==> src/hw/rtl/plri_pkg.sv <==
// Shared types and constants for the polyline resample interpolator.
package plri_pkg;

	localparam int COORD_BITS = 24;
	localparam int DIFF_W     = COORD_BITS + 1;
	localparam int SQ_W       = 2 * DIFF_W;
	localparam int ROOT_W     = DIFF_W;
	localparam int STEP_W     = 16;
	localparam int MSD_W      = 24;
	localparam int DVD_W      = STEP_W + COORD_BITS;
	localparam int ACC_W      = 22;
	localparam int PT_W       = COORD_BITS + 3;
	localparam int CFG_IDX_W  = 8;
	localparam int CFG_DATA_W = 32;

	localparam logic [CFG_IDX_W-1:0] REG_INTERVAL_STEP      = 8'd0;
	localparam logic [CFG_IDX_W-1:0] REG_MIN_SPLIT_DISTANCE = 8'd1;

	localparam logic [STEP_W-1:0] INTERVAL_STEP_RST = 16'd200;
	localparam logic [MSD_W-1:0]  MIN_SPLIT_RST     = 24'd600;

	typedef struct packed {
		logic signed [COORD_BITS-1:0] way_x;
		logic signed [COORD_BITS-1:0] way_y;
		logic signed [COORD_BITS-1:0] way_z;
		logic                         final_waypoint;
	} in_item_t;

	typedef struct packed {
		logic signed [COORD_BITS-1:0] out_x;
		logic signed [COORD_BITS-1:0] out_y;
		logic signed [COORD_BITS-1:0] out_z;
		logic                         end_of_run;
		logic                         path_done;
	} out_item_t;

	typedef enum logic [4:0] {
		ST_IDLE, ST_SQ, ST_SUM, ST_RT3_GO, ST_RT3_WAIT, ST_CHK,
		ST_RT2_GO, ST_RT2_WAIT, ST_CHK2, ST_DN_GO, ST_DN_WAIT, ST_MUL,
		ST_DX_GO, ST_DX_WAIT, ST_DY_GO, ST_DY_WAIT, ST_PINIT, ST_PTS,
		ST_START, ST_FINAL, ST_COMMIT
	} state_t;

	typedef enum logic [1:0] {SRC_START, SRC_POINT, SRC_FINAL} out_src_t;
	typedef enum logic [1:0] {DSEL_NUM, DSEL_X, DSEL_Y} div_sel_t;

	typedef struct packed {
		logic      load_in;
		logic      do_sq;
		logic      do_sum;
		logic      sqrt_start;
		logic      sqrt_3d;
		logic      cap_dis;
		logic      cap_len;
		logic      div_start;
		div_sel_t  div_sel;
		logic      cap_num;
		logic      do_mul;
		logic      cap_qx;
		logic      cap_qy;
		logic      pt_init;
		logic      pt_step;
		logic      out_load;
		out_src_t  out_src;
		logic      out_last;
		logic      commit;
	} cmd_t;

	typedef struct packed {
		logic have_prev;
		logic fin;
		logic sqrt_done;
		logic div_done;
		logic dis_lt_min;
		logic len_zero;
		logic step_zero;
		logic num_zero;
		logic last_point;
		logic out_free;
	} sts_t;

endpackage

==> src/hw/rtl/plri_ctrl.sv <==
// Controller: sequences one waypoint through lengths, divisions and point emission.
module plri_ctrl (
	input  logic           clk,
	input  logic           arst_n,
	input  logic           in_valid,
	output logic           in_stall,
	input  plri_pkg::sts_t sts,
	output plri_pkg::cmd_t cmd
);
	import plri_pkg::*;

	state_t state_q, state_nxt;

	always_ff @(posedge clk or negedge arst_n) begin
		if (!arst_n)
			state_q <= ST_IDLE;
		else
			state_q <= state_nxt;
	end

	always_comb begin
		state_nxt = state_q;
		unique case (state_q)
			ST_IDLE:     if (in_valid) state_nxt = ST_SQ;
			ST_SQ: begin
				if (sts.have_prev)
					state_nxt = ST_SUM;
				else
					state_nxt = sts.fin ? ST_FINAL : ST_COMMIT;
			end
			ST_SUM:      state_nxt = ST_RT3_GO;
			ST_RT3_GO:   state_nxt = ST_RT3_WAIT;
			ST_RT3_WAIT: if (sts.sqrt_done) state_nxt = ST_CHK;
			ST_CHK:      state_nxt = sts.dis_lt_min ? ST_START : ST_RT2_GO;
			ST_RT2_GO:   state_nxt = ST_RT2_WAIT;
			ST_RT2_WAIT: if (sts.sqrt_done) state_nxt = ST_CHK2;
			ST_CHK2: begin
				if (sts.len_zero)
					state_nxt = ST_START;
				else
					state_nxt = sts.step_zero ? ST_MUL : ST_DN_GO;
			end
			ST_DN_GO:    state_nxt = ST_DN_WAIT;
			ST_DN_WAIT:  if (sts.div_done) state_nxt = ST_MUL;
			ST_MUL:      state_nxt = ST_DX_GO;
			ST_DX_GO:    state_nxt = ST_DX_WAIT;
			ST_DX_WAIT:  if (sts.div_done) state_nxt = ST_DY_GO;
			ST_DY_GO:    state_nxt = ST_DY_WAIT;
			ST_DY_WAIT:  if (sts.div_done) state_nxt = ST_PINIT;
			ST_PINIT: begin
				if (!sts.num_zero)
					state_nxt = ST_PTS;
				else
					state_nxt = sts.fin ? ST_FINAL : ST_COMMIT;
			end
			ST_PTS: begin
				if (sts.out_free && sts.last_point)
					state_nxt = sts.fin ? ST_FINAL : ST_COMMIT;
			end
			ST_START:    if (sts.out_free) state_nxt = sts.fin ? ST_FINAL : ST_COMMIT;
			ST_FINAL:    if (sts.out_free) state_nxt = ST_COMMIT;
			ST_COMMIT:   state_nxt = ST_IDLE;
			default:     state_nxt = ST_IDLE;
		endcase
	end

	always_comb begin
		cmd         = '0;
		cmd.out_src = SRC_START;
		cmd.div_sel = DSEL_NUM;
		in_stall    = 1'b1;
		unique case (state_q)
			ST_IDLE: begin
				in_stall    = 1'b0;
				cmd.load_in = in_valid;
			end
			ST_SQ:       cmd.do_sq = 1'b1;
			ST_SUM:      cmd.do_sum = 1'b1;
			ST_RT3_GO: begin
				cmd.sqrt_start = 1'b1;
				cmd.sqrt_3d    = 1'b1;
			end
			ST_RT3_WAIT: cmd.cap_dis = sts.sqrt_done;
			ST_RT2_GO:   cmd.sqrt_start = 1'b1;
			ST_RT2_WAIT: cmd.cap_len = sts.sqrt_done;
			// zero step saturates the count without a division
			ST_CHK2:     cmd.cap_num = !sts.len_zero && sts.step_zero;
			ST_DN_GO:    cmd.div_start = 1'b1;
			ST_DN_WAIT:  cmd.cap_num = sts.div_done;
			ST_MUL:      cmd.do_mul = 1'b1;
			ST_DX_GO: begin
				cmd.div_start = 1'b1;
				cmd.div_sel   = DSEL_X;
			end
			ST_DX_WAIT:  cmd.cap_qx = sts.div_done;
			ST_DY_GO: begin
				cmd.div_start = 1'b1;
				cmd.div_sel   = DSEL_Y;
			end
			ST_DY_WAIT:  cmd.cap_qy = sts.div_done;
			ST_PINIT:    cmd.pt_init = 1'b1;
			ST_PTS: begin
				cmd.out_src  = SRC_POINT;
				cmd.out_load = sts.out_free;
				cmd.pt_step  = sts.out_free;
				cmd.out_last = sts.last_point && !sts.fin;
			end
			ST_START: begin
				cmd.out_load = sts.out_free;
				cmd.out_last = !sts.fin;
			end
			ST_FINAL: begin
				cmd.out_src  = SRC_FINAL;
				cmd.out_load = sts.out_free;
				cmd.out_last = 1'b1;
			end
			ST_COMMIT:   cmd.commit = 1'b1;
			default: ;
		endcase
	end
endmodule

==> config.mk <==
export PLATFORM = sky130hd
export DESIGN_NAME = plri_ctrl
export DESIGN_NICKNAME = d
export VERILOG_FILES = /design/src/hw/rtl/plri_pkg.sv /design/src/hw/rtl/plri_ctrl.sv
export SDC_FILE = /design/constraint.sdc
export NUM_CORES = 1
export LEC_CHECK = 0
export BUFFER_PORTS_ARGS = -buffer_cell sky130_fd_sc_hd__buf_2
export CAP_MARGIN = 5
export CELL_PAD_IN_SITES_DETAIL_PLACEMENT = 1
export CELL_PAD_IN_SITES_GLOBAL_PLACEMENT = 2
export CORE_MARGIN = 2
export CORE_UTILIZATION = 23
export DETAILED_ROUTE_END_ITERATION = 8
export PLACE_DENSITY_LB_ADDON = 0.1
export SLEW_MARGIN = 15
export SYNTH_ARGS = -nofsm -noshare
export SYNTH_HDL_FRONTEND = slang
export SYNTH_SLANG_ARGS = --single-unit
==> constraint.sdc <==
create_clock -name clk -period 2.35 [get_ports clk]
set_input_delay 0.47 -clock clk [delete_from_list [all_inputs] [get_ports clk]]
set_output_delay 0.47 -clock clk [all_outputs]
set_load 0.05 [all_outputs]
==> flow_summary.json <==
{
  "outcome": "complete, no violations",
  "clock_power_share": 0.064,
  "syn_to_final_growth_pct": 37.4,
  "postSynthCellCount": 126,
  "finalCriticalPeriod_ps": 2170,
  "cts_max_level": 1,
  "timing.hold.worst.class": "input port to async pin",
  "initial_core_util": 0.243,
  "worstSetupEndpointType": "output port",
  "wl_per_cell_um": 15.7,
  "cp_data_arrival_time_ps": 1700,
  "maxCapViolations": 0,
  "ys_dominant_reg_cell": "sky130_fd_sc_hd__dfrtp_1",
  "die_area_mm2": 0.00404,
  "detailedRoute.firstIterationViolations": 28,
  "sw_frac_of_total": 0.611,
  "fp.dieW_um": 63.6,
  "number_of_placed_i_o_pins": 35,
  "post_synth.cell_area_avg_um2": 6.47,
  "number_of_placed_cells_counting_well_taps": 204,
  "ys_seq_elements": 5,
  "relSlewSlack": 0.695,
  "largest_register_ffs": 5,
  "antenna_cells_inserted": 0,
  "rsz0062_at_grt": "no",
  "syn_nets": 139,
  "reg_top3": "state_q x5",
  "timing.final.setup_violations": 0,
  "mappedNetlistArea_um2": 816,
  "tightest_slew_ps": 457,
  "post_drt_via_cell_ratio": 5.11,
  "drive_above_1_share": 0.352,
  "crit_path_start_kind": "flop",
  "numClockSinks": 5,
  "crit_required_ps": 1880,
  "power.net_switching_mw": 0.980,
  "placement.io_buffers": 34,
  "cts_buffers": 3,
  "drt_pre_antenna_iters": 4,
  "seq_area_frac_synth": 0.153,
  "finalNetCount": 176,
  "smallest_hold_slack_ps": 34.0,
  "async_reset_ff_frac": 1.00,
  "antenna_found_initial": 0,
  "finClkSkew_ps": 2.39,
  "first_global_vias": 1105,
  "path_max_fanout": 23,
  "dpl.hpwl_um": 2600,
  "hold_viol_final": 0,
  "grt_pass1_wl_um": 5490,
  "worst_ir_drop_vdd_uv": 659,
  "global_route.overflow_total": 0,
  "worstSetupPathType": "flop to output port",
  "route.vias.total": 1063,
  "clk-insertion-delay-late_ps": 240,
  "max_flop_register": "state_q",
  "layoutNonFillerInstCount": 208,
  "floorplan.die.height_um": 63.6,
  "crit_share_post_route": 0.922,
  "number_of_core_rows": 21,
  "drc_errors": 0,
  "cellPowerDensity_mw_per_mm2": 1430,
  "cts_tree": "built",
  "power.internal_mw": 0.623,
  "gr-usage-all-layers": 0.172,
  "finalWirelength_um": 3270,
  "synth.distinct_cells": 40,
  "postLayoutCoreUtil": 0.333,
  "synth_edf_count": 0,
  "cts_hold_buffers": 0,
  "total_leakage_power_nw": 0.512,
  "grt_start_max_net_pins": 24,
  "place.gp.congestion": 0.809,
  "maxClockFrequency_mhz": 461,
  "slew_viol_final": 0,
  "register_clock_pin_slew_on_the_reported_worst_setup_and_hold_paths_ps": 50,
  "power.sequential.fraction": 0.165,
  "yosysWarnings": 0,
  "cts_root_buffer": "sky130_fd_sc_hd__clkbuf_4",
  "combinationalPowerShare": 0.771,
  "route.antenna.remaining_nets": 0,
  "cts.path.max_buffers": 2,
  "core_area_mm2": 0.00336
}
-- cells by family (layout without fill, tap and decap cells) --
group,count (synthesis),count (layout),synth area share
AOI/OAI and AO/OA,32,32,0.270
xor gates and xnor gates,1,1,0.0107
buffers and inverters,15,51,0.0859
DFF,5,5,0.153
muxes,3,3,0.0368
and+or+nand+nor,70,70,0.443
-- worst paths after layout --
path                            start         end  slack (ps)  cells after the start
max                        state_q[0]     cmd[14]         180                      4
min                            arst_n  state_q[3]          30                      1
max reg2reg                state_q[0]  state_q[0]         410                      5
min reg2reg                state_q[4]  state_q[3]         660                      1
max in group asynchronous      arst_n  state_q[0]        2170                      1
min in group clk               sts[4]  state_q[4]         550                      3
-- layout make-up --
cell class              count  area [µm²]
repair buffers             44         245
flip-flops and latches      5         128
inverters                   3        11.3
well taps                  46        57.6
multi-input cells         106         653
clock buffers               4        26.3
fillers                   471        2240
-- synth_stat cells (2+ instances only) --
cell type,count,area (µm²)
sky130_fd_sc_hd__dfrtp_1,5,125
sky130_fd_sc_hd__nand3_1,3,15.0
sky130_fd_sc_hd__nor2_1,16,60.1
sky130_fd_sc_hd__inv_1,3,11.3
sky130_fd_sc_hd__a21oi_1,11,55.1
sky130_fd_sc_hd__nor3b_1,3,22.5
sky130_fd_sc_hd__nor2b_1,6,37.5
sky130_fd_sc_hd__and3_1,3,18.8
sky130_fd_sc_hd__buf_2,5,25.0
sky130_fd_sc_hd__o211ai_1,2,15.0
sky130_fd_sc_hd__nor4_1,4,25.0
sky130_fd_sc_hd__nor3_1,5,25.0
sky130_fd_sc_hd__or3_1,2,12.5
sky130_fd_sc_hd__o21ai_0,6,30.0
sky130_fd_sc_hd__clkbuf_1,5,18.8
sky130_fd_sc_hd__nand2_1,15,56.3
sky130_fd_sc_hd__nand2b_1,6,37.5
sky130_fd_sc_hd__a211o_1,2,17.5
sky130_fd_sc_hd__mux2i_1,3,30.0
-- worst max-delay path, stage by stage, from the launching register on --
cell and delay (ps):
sky130_fd_sc_hd__dfrtp_2 610, sky130_fd_sc_hd__nor2b_1 300, sky130_fd_sc_hd__nand2_1 150, sky130_fd_sc_hd__nor2_1 120
sky130_fd_sc_hd__buf_2 260
-- routing by layer --
metal,GRT usage,wire [µm],vias up
met1,0.220,1490,503
met5,0,0,-
li1,-,-,522
met4,0.0353,38,0
met3,0.0357,160,4
met2,0.297,1580,34
-- placed cells by master (no fill, tap or decap), types with 2 or more instances in the layout --
cell                       instances
sky130_fd_sc_hd__buf_4            10
sky130_fd_sc_hd__nor3b_1           3
sky130_fd_sc_hd__o211ai_1          2
sky130_fd_sc_hd__clkbuf_4          3
sky130_fd_sc_hd__buf_2            34
sky130_fd_sc_hd__a211o_1           2
sky130_fd_sc_hd__or3_1             2
sky130_fd_sc_hd__mux2i_1           3
sky130_fd_sc_hd__nand3_1           3
sky130_fd_sc_hd__a21oi_1          11
sky130_fd_sc_hd__nor2b_1           6
sky130_fd_sc_hd__dfrtp_1           3
sky130_fd_sc_hd__nand2b_1          6
sky130_fd_sc_hd__nor4_2            2
sky130_fd_sc_hd__nand2_1          15
sky130_fd_sc_hd__nor2_1           16
sky130_fd_sc_hd__and3_1            3
sky130_fd_sc_hd__inv_1             3
sky130_fd_sc_hd__dfrtp_2           2
sky130_fd_sc_hd__o21ai_0           6
sky130_fd_sc_hd__nor4_1            2
sky130_fd_sc_hd__nor3_2            4
-- metrics by stage --
stage | power (mW) | setup WS [ps] | TNS, ps | area (µm²)
2_1_floorplan | 1.16 | -244 | -481 | 848
3_3_place_gp | 1.49 | 284 | 0 | 1090
3_5_place_dp | 1.50 | 203 | 0 | 1090
4_1_cts | 1.62 | 148 | 0 | 1120
5_1_grt | 1.76 | 6.06 | 0 | 1120
6_report | 1.60 | 183 | 0 | 1120
-- power groups by stage --
stage               Combinational (mW)  Clock [mW]  Sequential, mW
floorplan                         1.01           0           0.148
global placement                  1.24           0           0.257
detailed placement                1.24           0           0.262
CTS                               1.25       0.105           0.264
global route                      1.36       0.119           0.281
finish                            1.24       0.103           0.264
-- repair_timing --
item	CTS	global route
setup buffers	0	0
endpoints found under the setup margin	5	1
hold endpoints to repair	0	0
gates resized for setup	1	1
(Power assumes the default switching activity.)
